File: src/hdl/scss_pkg.sv
`default_nettype none

package scss_pkg;

  // input item kinds
  localparam logic [1:0] KIND_PUSH    = 2'd0;
  localparam logic [1:0] KIND_TICK    = 2'd1;
  localparam logic [1:0] KIND_RESTART = 2'd2;

  // play status codes
  localparam logic [1:0] STAT_PLAYING = 2'd0;
  localparam logic [1:0] STAT_EOD     = 2'd1;
  localparam logic [1:0] STAT_UNSUP   = 2'd2;

  // command bytes
  localparam logic [7:0] OP_WRITE  = 8'hB3;
  localparam logic [7:0] OP_DELAY  = 8'h61;
  localparam logic [7:0] OP_WAIT_A = 8'h62;
  localparam logic [7:0] OP_WAIT_B = 8'h63;
  localparam logic [7:0] OP_END    = 8'h66;
  localparam logic [3:0] OP_SKIP_HI = 4'h7;   // 0x70..0x7F are one-byte no-ops

  localparam logic [7:0] WR_ADDR_LIMIT = 8'h30;
  localparam logic [6:0] SKIP_MAX      = 7'd127;

  typedef struct packed {
    logic [1:0] kind;
    logic [7:0] byte_in;
  } scss_in_t;

  typedef struct packed {
    logic       is_write;
    logic [5:0] reg_offset;
    logic [7:0] reg_value;
    logic [1:0] play_status;
    logic [6:0] frames_left;
    logic [7:0] bad_opcode;
    logic       last;
  } scss_out_t;

  typedef enum logic [2:0] {
    ST_IDLE,
    ST_RD_OP,
    ST_OP,
    ST_ARG1,
    ST_ARG2,
    ST_EMIT,
    ST_DIV,
    ST_REPORT
  } scss_state_e;

endpackage

`default_nettype wire

File: src/hdl/scss_frame_div.sv
`default_nettype none

// Frame skip from a 16-bit delay: delay / SAMPLES_PER_FRAME by reciprocal
// multiplication, registered, result saturated to the 7-bit skip count.
// With Shift = 16 + ceil(log2(d)) and Recip = ceil(2^Shift / d), the product
// shifted right by Shift is the exact quotient for every 16-bit dividend.
// done_o rises the cycle after start_i.
module scss_frame_div import scss_pkg::*; #(
  parameter int unsigned SAMPLES_PER_FRAME = 735
) (
  input  wire logic        clk_i,
  input  wire logic        rst_ni,
  input  wire logic        start_i,
  input  wire logic [15:0] dividend_i,
  output logic             done_o,
  output logic [6:0]       quotient_o
);

  localparam int unsigned Shift     = 16 + $clog2(SAMPLES_PER_FRAME);
  localparam logic [63:0] RecipWide = ((64'd1 << Shift) + 64'(SAMPLES_PER_FRAME) - 64'd1)
                                      / 64'(SAMPLES_PER_FRAME);
  localparam logic [17:0] Recip     = RecipWide[17:0];

  logic        done_q;
  logic [6:0]  quo_q, quo_d;
  logic [33:0] prod;
  logic [15:0] quo_full;

  always_comb begin
    prod     = 34'(dividend_i) * 34'(Recip);
    quo_full = 16'(prod >> Shift);
    quo_d    = (quo_full > 16'(SKIP_MAX)) ? SKIP_MAX : quo_full[6:0];
  end

  always_ff @(posedge clk_i or negedge rst_ni) begin
    if (!rst_ni) begin
      done_q <= 1'b0;
    end else begin
      done_q <= start_i;
    end
  end

  always_ff @(posedge clk_i) begin
    if (start_i) begin
      quo_q <= quo_d;
    end
  end

  assign done_o     = done_q;
  assign quotient_o = quo_q;

endmodule

`default_nettype wire

File: src/hdl/sound_command_stream_sequencer_unit.sv
`default_nettype none

// Channel  | Direction | Signals                         | Payload
// in       | input     | in_valid_i / in_ready_o         | scss_in_t  (kind, byte_in)
// out      | output    | out_valid_o / out_ready_i       | scss_out_t (one result)
// cfg      | input     | cfg_valid_i / cfg_ready_o       | stream_length, 32 bits
//
// A push or a restart is taken in ST_IDLE; a tick that only reports adds ST_REPORT.
// A parsing tick walks the ring through one read port: ST_RD_OP and ST_OP per
// command, ST_ARG1 and ST_ARG2 for a three-byte command plus ST_EMIT per write
// result, ST_REPORT for the final report, ST_DIV for a delay's reciprocal multiply.
// in_ready_o is low from a tick transfer until its final result is loaded.
// Results wait in an output register; out_ready_i low holds the walk in a result state.
// Reset clears control state only; the ring contents are never read unwritten.
module sound_command_stream_sequencer_unit import scss_pkg::*; #(
  parameter int unsigned FIFO_DEPTH        = 128,
  parameter int unsigned SAMPLES_PER_FRAME = 735
) (
  input  wire logic      clk_i,
  input  wire logic      rst_ni,
  input  wire logic      in_valid_i,
  output logic           in_ready_o,
  input  wire scss_in_t  in_data_i,
  output logic           out_valid_o,
  input  wire logic      out_ready_i,
  output scss_out_t      out_data_o,
  input  wire logic      cfg_valid_i,
  output logic           cfg_ready_o,
  input  wire logic [31:0] cfg_data_i
);

  localparam int unsigned PW = $clog2(FIFO_DEPTH);
  localparam int unsigned CW = $clog2(FIFO_DEPTH + 1);

  function automatic logic [PW-1:0] ptr_add(input logic [PW-1:0] p, input logic [1:0] k);
    logic [PW:0] s;
    s = {1'b0, p} + (PW+1)'(k);
    if (s >= (PW+1)'(FIFO_DEPTH)) s = s - (PW+1)'(FIFO_DEPTH);
    return s[PW-1:0];
  endfunction

  scss_state_e state_q, state_d;

  logic [PW-1:0] wr_ptr_q, wr_ptr_d;
  logic [PW-1:0] rd_ptr_q, rd_ptr_d;
  logic [CW-1:0] fill_q, fill_d;
  logic [31:0]   consumed_q, consumed_d;
  logic [31:0]   len_q;
  logic [6:0]    skip_q, skip_d;
  logic [1:0]    status_q, status_d;
  logic [7:0]    bad_q, bad_d;
  logic [7:0]    op_q, op_d;
  logic [7:0]    arg_q, arg_d;
  logic [7:0]    val_q, val_d;

  logic [7:0]    ring [FIFO_DEPTH];
  logic [PW-1:0] raddr;
  logic [7:0]    rdata_q;

  logic          out_valid_q, out_valid_d;
  scss_out_t     out_data_q, out_data_d;

  logic          in_fire, slot_free, tick_parse;
  logic [1:0]    consume_n;
  logic          div_start, div_done;
  logic [6:0]    div_quo;

  assign in_ready_o  = (state_q == ST_IDLE);
  assign cfg_ready_o = 1'b1;
  assign in_fire     = in_valid_i && in_ready_o;
  assign slot_free   = !out_valid_q || out_ready_i;
  assign tick_parse  = (status_q == STAT_PLAYING) && (skip_q == '0) && (consumed_q < len_q);
  assign div_start   = (state_q == ST_ARG2) && (op_q != OP_WRITE);

  // next state
  always_comb begin
    state_d = state_q;
    unique case (state_q)
      ST_IDLE: begin
        if (in_fire && in_data_i.kind == KIND_TICK) begin
          state_d = tick_parse ? ST_RD_OP : ST_REPORT;
        end
      end
      ST_RD_OP: begin
        state_d = (fill_q == '0) ? ST_REPORT : ST_OP;
      end
      ST_OP: begin
        case (rdata_q) inside
          OP_WRITE, OP_DELAY: state_d = (fill_q < CW'(3)) ? ST_REPORT : ST_ARG1;
          OP_WAIT_A, OP_WAIT_B, OP_END: state_d = ST_REPORT;
          default: state_d = (rdata_q[7:4] == OP_SKIP_HI) ? ST_RD_OP : ST_REPORT;
        endcase
      end
      ST_ARG1: state_d = ST_ARG2;
      ST_ARG2: begin
        if (op_q == OP_WRITE) begin
          state_d = (arg_q < WR_ADDR_LIMIT) ? ST_EMIT : ST_RD_OP;
        end else begin
          state_d = ST_DIV;
        end
      end
      ST_EMIT:   state_d = slot_free ? ST_RD_OP : ST_EMIT;
      ST_DIV:    state_d = div_done ? ST_REPORT : ST_DIV;
      ST_REPORT: state_d = slot_free ? ST_IDLE : ST_REPORT;
      default:   state_d = ST_IDLE;
    endcase
  end

  // datapath and outputs
  always_comb begin
    wr_ptr_d    = wr_ptr_q;
    fill_d      = fill_q;
    consumed_d  = consumed_q;
    skip_d      = skip_q;
    status_d    = status_q;
    bad_d       = bad_q;
    op_d        = op_q;
    arg_d       = arg_q;
    val_d       = val_q;
    out_data_d  = out_data_q;
    out_valid_d = out_valid_q && !out_ready_i;
    consume_n   = 2'd0;

    unique case (state_q)
      ST_IDLE: begin
        if (in_fire) begin
          case (in_data_i.kind)
            KIND_PUSH: begin
              if (fill_q < CW'(FIFO_DEPTH)) begin
                wr_ptr_d = ptr_add(wr_ptr_q, 2'd1);
                fill_d   = fill_q + CW'(1);
              end
            end
            KIND_TICK: begin
              if (status_q == STAT_PLAYING) begin
                if (skip_q != '0) begin
                  skip_d = skip_q - 7'd1;
                end else if (consumed_q >= len_q) begin
                  status_d = STAT_EOD;
                end
              end
            end
            KIND_RESTART: begin
              wr_ptr_d   = '0;
              fill_d     = '0;
              consumed_d = '0;
              skip_d     = '0;
              status_d   = STAT_PLAYING;
              bad_d      = '0;
            end
            default: ;
          endcase
        end
      end
      ST_RD_OP: ;
      ST_OP: begin
        op_d = rdata_q;
        case (rdata_q) inside
          OP_WRITE, OP_DELAY: ;
          OP_WAIT_A, OP_WAIT_B: consume_n = 2'd1;
          OP_END: status_d = STAT_EOD;
          default: begin
            if (rdata_q[7:4] == OP_SKIP_HI) begin
              consume_n = 2'd1;
            end else begin
              bad_d    = rdata_q;
              status_d = STAT_UNSUP;
            end
          end
        endcase
      end
      ST_ARG1: arg_d = rdata_q;
      ST_ARG2: begin
        val_d     = rdata_q;
        consume_n = 2'd3;
      end
      ST_EMIT: begin
        if (slot_free) begin
          out_valid_d = 1'b1;
          out_data_d  = '{is_write: 1'b1, reg_offset: arg_q[5:0], reg_value: val_q,
                          play_status: status_q, frames_left: skip_q,
                          bad_opcode: bad_q, last: 1'b0};
        end
      end
      ST_DIV: begin
        if (div_done) skip_d = div_quo;
      end
      ST_REPORT: begin
        if (slot_free) begin
          out_valid_d = 1'b1;
          out_data_d  = '{is_write: 1'b0, reg_offset: 6'd0, reg_value: 8'd0,
                          play_status: status_q, frames_left: skip_q,
                          bad_opcode: bad_q, last: 1'b1};
        end
      end
      default: ;
    endcase

    if (consume_n != 2'd0) begin
      fill_d     = fill_q - CW'(consume_n);
      consumed_d = consumed_q + 32'(consume_n);
    end
  end

  // read point moves on consume and restarts with the ring
  always_comb begin
    rd_ptr_d = ptr_add(rd_ptr_q, consume_n);
    if (state_q == ST_IDLE && in_fire && in_data_i.kind == KIND_RESTART) rd_ptr_d = '0;
  end

  always_comb begin
    case (state_q)
      ST_OP:   raddr = ptr_add(rd_ptr_q, 2'd1);
      ST_ARG1: raddr = ptr_add(rd_ptr_q, 2'd2);
      default: raddr = rd_ptr_q;
    endcase
  end

  always_ff @(posedge clk_i) begin
    if (state_q == ST_IDLE && in_fire && in_data_i.kind == KIND_PUSH &&
        fill_q < CW'(FIFO_DEPTH)) begin
      ring[wr_ptr_q] <= in_data_i.byte_in;
    end
  end

  always_ff @(posedge clk_i) begin
    rdata_q <= ring[raddr];
  end

  always_ff @(posedge clk_i or negedge rst_ni) begin
    if (!rst_ni) begin
      state_q     <= ST_IDLE;
      wr_ptr_q    <= '0;
      rd_ptr_q    <= '0;
      fill_q      <= '0;
      consumed_q  <= '0;
      len_q       <= '0;
      skip_q      <= '0;
      status_q    <= STAT_PLAYING;
      bad_q       <= '0;
      out_valid_q <= 1'b0;
    end else begin
      state_q     <= state_d;
      wr_ptr_q    <= wr_ptr_d;
      rd_ptr_q    <= rd_ptr_d;
      fill_q      <= fill_d;
      consumed_q  <= consumed_d;
      skip_q      <= skip_d;
      status_q    <= status_d;
      bad_q       <= bad_d;
      out_valid_q <= out_valid_d;
      if (cfg_valid_i && cfg_ready_o) len_q <= cfg_data_i;
    end
  end

  always_ff @(posedge clk_i) begin
    op_q       <= op_d;
    arg_q      <= arg_d;
    val_q      <= val_d;
    out_data_q <= out_data_d;
  end

  scss_frame_div #(
    .SAMPLES_PER_FRAME(SAMPLES_PER_FRAME)
  ) u_div (
    .clk_i     (clk_i),
    .rst_ni    (rst_ni),
    .start_i   (div_start),
    .dividend_i({rdata_q, arg_q}),
    .done_o    (div_done),
    .quotient_o(div_quo)
  );

  assign out_valid_o = out_valid_q;
  assign out_data_o  = out_data_q;

endmodule

`default_nettype wire

File: config.mk
export PLATFORM = sky130hd
export DESIGN_NAME = sound_command_stream_sequencer_unit
export DESIGN_NICKNAME = d
export VERILOG_FILES = /design/src/hdl/scss_pkg.sv /design/src/hdl/scss_frame_div.sv /design/src/hdl/sound_command_stream_sequencer_unit.sv
export SDC_FILE = /design/constraint.sdc
export NUM_CORES = 2
export LEC_CHECK = 0
export BUFFER_PORTS_ARGS = -buffer_cell sky130_fd_sc_hd__buf_2
export CAP_MARGIN = 20
export CORE_MARGIN = 1.5
export CORE_UTILIZATION = 65
export CTS_CLUSTER_DIAMETER = 100
export DETAILED_ROUTE_END_ITERATION = 10
export PLACE_DENSITY = 0.85
export SKIP_CTS_REPAIR_TIMING = 1
export SLEW_MARGIN = 20
export SYNTH_ARGS = -nofsm -noshare
export SYNTH_HDL_FRONTEND = slang
export SYNTH_SLANG_ARGS = --single-unit
export TNS_END_PERCENT = 10
File: constraint.sdc
create_clock -name clk_i -period 10.34 [get_ports clk_i]
set_clock_uncertainty 0.05 [all_clocks]
set_input_delay 0.517 -clock clk_i [delete_from_list [all_inputs] [get_ports clk_i]]
set_output_delay 0.517 -clock clk_i [all_outputs]
set_load 0.1 [all_outputs]
# Yosys cells after proc, flatten, opt, wreduce, memory -nomap -nowiden
# Memory sizes are Yosys's and may differ from the RTL's. A register that Yosys moved wholly into a read port is not among the register bits.
# Index checks and enable logic that the tools add are counted.
[word_totals]
regBits = 172
out_inout_bits = 36
wordCells = 185
mem_count = 1
ram_bits = 1024
input_bits = 47
[memory_table]
columns = ["name", "depth", "width", "rd", "rd_clocked_by_memory_dff", "write_ports", "line_no", "source"]
rows = [
  ["ring", 128, 8, 1, 1, 1, "sound_command_stream_sequencer_unit.sv:56", "logic [7:0] ring [FIFO_DEPTH];"],
]
[op_classes]
order_cmp = 10
eq_ne = 35
n_mul = 1
reduce_logical = 39
mux = 65
n_addsub = 12
[op_table]
columns = ["op", "count"]
rows = [
  ["$mux 32", 4],
  ["$mux 8", 10],
  ["$mux 7", 10],
  ["$mux 33", 2],
  ["$pmux 33 s2", 1],
  ["$pmux 7 s2", 4],
  ["$sub 7x1->7 const B", 5],
  ["$mul 16x17->33 const B", 1],
  ["$mux 3", 11],
  ["$add 32x2->32", 1],
  ["$eq 8x7->1 const B", 4],
  ["$ge 32x32->1", 1],
  ["$ge 8x8->1 const B", 4],
  ["$lt 32x32->1", 1],
  ["$pmux 8 s2", 2],
  ["$pmux 3 s8", 1],
  ["$add 7x1->8 const B", 2],
  ["$eq 8x8->1 const B", 2],
  ["$mux 2", 8],
  ["$reduce_bool 2->1", 8],
  ["$eq 3x3->1 const B", 4],
  ["$ne 2x2->1 const B", 6],
  ["$ne 3x2->1 const B", 4],
  ["$pmux 2 s2", 3],
  ["34 further kinds", 63],
]

# Depth between registers and ports, before layout
[depth]
ltp_word = 10
ltp_mapped = 21
depth_no_buf = 21

# By module
# A second synthesis with hierarchy kept.
[hier_totals]
hier_cells = 3857
area_unflattened_um2 = 53378.7
[by_module_without_submodules]
columns = ["mod", "n_inst", "seq_area_each_um2", "cells_each", "area_per_inst_um2"]
rows = [
  ["sound_command_stream_sequencer_unit", 1, 35298.9, 3429, 49047.0],
  ["scss_frame_div", 1, 235.2, 428, 4331.7],
]

# Worst setup path before layout
# OpenSTA, ideal clock, no wires.
[synth_path]
path_type = "reg-to-reg"
start = "register state_q[0]"
end = "memory ring[105][0] (enable)"
synth_period_minus_slack_ns = 5.262
n_path_buf = 3
required_ns = 9.920
path_slack_ns = 5.078
setup_time_ns = 0.370
stages_incl_launch_ff = 9
arrival_ns = 4.841
path_cell_list = "dfrtp_1 buf_2 nor3_1 nand2_1 nor4_1 buf_2 nand3_1 clkbuf_1 nor2_1"
[synth_via]
elab_chain_cells = 7
[synth_rtl]
columns = ["item", "line_no", "source"]
rows = [
  ["from (decl)", "sound_command_stream_sequencer_unit.sv:42", "scss_state_e state_q, state_d;"],
  ["from (signal assigned)", "sound_command_stream_sequencer_unit.sv:243", "state_q <= state_d;"],
  ["$logic_not 3->1 (*)", "sound_command_stream_sequencer_unit.sv:68", "assign in_ready_o = (state_q == ST_IDLE);"],
  ["net in_ready_o", "sound_command_stream_sequencer_unit.sv:22", "output logic in_ready_o,"],
  ["$logic_and 1x1->1", "sound_command_stream_sequencer_unit.sv:70", "assign in_fire = in_valid_i && in_ready_o;"],
  ["$logic_and 1x1->1 (*) (3 in series)", "sound_command_stream_sequencer_unit.sv:220", "if (state_q == ST_IDLE && in_fire && in_data_i.kind == KIND_PUSH &&"],
  ["$mux 1 (*)", "sound_command_stream_sequencer_unit.sv:220", ""],
  ["$mux 1 (not written as such) (*)", "sound_command_stream_sequencer_unit.sv:222", "ring[wr_ptr_q] <= in_data_i.byte_in;"],
  ["to (decl)", "sound_command_stream_sequencer_unit.sv:56", ""],
]
# Mark *: on every way through the listed nets, which the timed path passes. The rest lies on a longest branch.

# Final worst setup path
[layout_path]
start = "register rdata_q[5], read port of ring"
end = "register u_div.quo_q[6] (netlist: u_div.quotient_o[6]), data pin"
[layout_via]
elab_chain_cells = 2
[layout_rtl]
columns = ["item", "line_no", "source"]
rows = [
  ["from (decl)", "sound_command_stream_sequencer_unit.sv:58", "logic [7:0] rdata_q;"],
  ["$mul 16x17->33 (*)", "scss_frame_div.sv:30", "prod = 34'(dividend_i) * 34'(Recip);"],
  ["$gt 7x7->1", "scss_frame_div.sv:32", "quo_d = (quo_full > 16'(SKIP_MAX)) ? SKIP_MAX : quo_full[6:0];"],
  ["to (signal assigned)", "scss_frame_div.sv:45", "quo_q <= quo_d;"],
  ["to (decl)", "scss_frame_div.sv:25", "logic [6:0] quo_q, quo_d;"],
]
# Mark *: on every way between the ends. The rest lies on a longest branch, timed or not.
# A chain may end at the register's enable or synchronous reset.

==> results_dict.tcl <==
set metrics [dict create \
    postSynthAreaPerCell_um2 14.0 \
    layout_commonest_cell "edfxtp_1" \
    cts_tree "done" \
    cts.htree.levels 3 \
    globalRoute.totalOverflow 0 \
    synth_edf_count 1088 \
    ys_seq_elements 1204 \
    r2r_cells 17 \
    worst-path-max-fanout 14 \
    viasPerCell 6.56 \
    cp-start-kind "register" \
    syn_area_mm2 0.0529 \
    syn2layout_area_growth_pct 9.53 \
    end_kind "register" \
    synth_seq_area_share 0.671 \
    synth.distinct_cells 83 \
    rsz0062_at_grt "false" \
    synth_flop_cell "edfxtp_1" \
    core_region_area_mm2 0.0805 \
    worst_slew_pin_slew_ns 1.15 \
    drc_errors 0 \
    wl_per_cell_um 25.1 \
    clock_sinks 1204 \
    clockBufferDepth 3 \
    clk_latency_ns 0.70 \
    synthesis.nets 4078 \
    synthCells 3773 \
    wirelength_um 126000 \
    maxCapViolations 0 \
    synth.top_cells.by_area "edfxtp_1 62%, dfrtp_1 5.1%, nand2_1 4.9%" \
    setup_slack_ns 4.61 \
    post-place-ws_ns 4.65 \
    whs_path_depth 3 \
    grt_usage 0.306 \
    setup-violations-final 0 \
    hpwl_um 74800 \
    drv_slew 0 \
    crit_arrival_ns 6.08 \
    violations "hold timing" \
    die_x_um 288 \
    first_global_vias 32400 \
    vias 32800 \
    fin_crit_sh 0.554 \
    path_class "register to register" \
    period_needed_ns 5.73 \
    status "complete, but fails checks" \
    drt-initial-drc-count 4783 \
    synth_top_area_frac 0.617 \
    chipHeight_um 288 \
    grt_max_degree 111 \
    gp_congestion 0.918 \
    ys_async_sr_fraction 0.0897 \
    clk_pin_slew_ns 0.06 \
    rows 104 \
    first_pass_iters 6 \
    io_pins 83 \
    numCtsBuffers 114 \
    final_antenna_net_count 0 \
    start_util 0.657 \
    drive_gt1_frac 0.108 \
    hold_viol_final 5 \
    cts-root-buf "clkbuf_16" \
    port_buffers 81 \
    grt_pass1_wl_um 191000 \
    slew_headroom 0.234 \
    holdWs_ns -0.0179 \
    finalNetCount 4155 \
    yosys_warnings 0 \
    max_freq_mhz 174 \
    yosysTopAreaCell "edfxtp_1" \
    hp-class "input port to register" \
    cp.required_ns 10.69 \
    layout_common_cells "1088 x edfxtp_1, 685 x nand2_1, 288 x nand3_1" \
    die-area_mm2 0.0832 \
    antenna_found_initial 2 \
    fin_tns_setup_ns 0 \
]
==> routing by layer <==
| layer | vias to the layer above | GRT usage | wire length, um |
|---|---|---|---|
| met5 | - | 0 | 12 |
| met4 | 2 | 0.132 | 5970 |
| met3 | 405 | 0.0588 | 13700 |
| met2 | 2291 | 0.498 | 61700 |
| met1 | 16000 | 0.409 | 44300 |
| li1 | 14200 | - | - |
==> logic make-up (layout without fill, tap and decap cells) <==
family	after synthesis	count (layout)	share of synthesized area
DFF	1204	1204	0.671
xor gates and xnor gates	22	22	0.00449
buffers and inverters	347	523	0.0307
and+or+nand+nor	1306	1306	0.108
other	1	2	0.0000708
adders and majority gates	258	258	0.0709
muxes	180	180	0.0574
AOI/OAI and AO/OA	455	455	0.0577
==> sequential cells by signal (all words and copies together), names as in the netlist, 32 cells and up <==
name / cells
out_data_o: 33
consumed_q: 32
len_q: 32
ring: 1024
==> synthesized netlist by cell type (21+ instances only) <==
cell / number
edfxtp_1: 1088
nor2_1: 196
mux2i_1: 80
dfrtp_1: 108
buf_2: 50
mux4_2: 92
nor3_1: 22
a32o_1: 24
o21ai_0: 95
nand3_1: 291
and3_1: 22
inv_1: 162
buf_4: 21
ha_1: 188
fa_1: 70
nand2_1: 686
a21oi_1: 148
clkbuf_1: 90
==> cell type report <==
class	instances	area (um^2)
flip-flops and latches	1204	35500
fillers	4814	22600
inverters	164	618
diodes	1	2.50
well taps	1060	1330
clock inverters	81	683
multi-input cells	2222	15900
clock buffers	134	2950
repair buffers	144	998
==> critical path, stage by stage, from the launching register on <==
cell and delay (ns):
dfxtp_1 0.65, ha_1 0.36, fa_1 0.46, fa_1 0.52, fa_1 0.43, fa_1 0.50
inv_1 0.06, fa_1 0.48, inv_1 0.05, ha_1 0.26, nand4_1 0.14, or3_1 0.41
o2111ai_1 0.09, o211a_1 0.29, a41o_1 0.28, o41a_1 0.20, a21oi_1 0.10, xnor2_1 0.12
==> final timing paths <==
kind	start	end	slack, ns
setup / recovery	rdata_q[5]	u_div.quotient_o[6]	4.61
hold / removal	cfg_data_i[25]	len_q[25]	-0.02
setup reg to reg	rdata_q[5]	u_div.quotient_o[6]	4.61
hold reg to reg	bad_q[2]	out_data_o[3]	0.40
max in group asynchronous	rst_ni	len_q[2]	8.60
min in group asynchronous	rst_ni	fill_q[5]	0.31
==> per-stage QoR <==
stage	utilization	hold WS, ns	std cells	area, um^2
floorplan	-	0.171	3773	52900
global placement	0.672	0.387	4774	54100
detailed placement	0.672	0.386	4774	54100
CTS	0.717	-0.270	4989	57700
global route	0.720	0.000383	5009	58000
finish	0.720	-0.0179	5010	58000
Power is not shown: default switching activity piles up to over one toggle a cycle in this logic, so the estimate is an artifact.
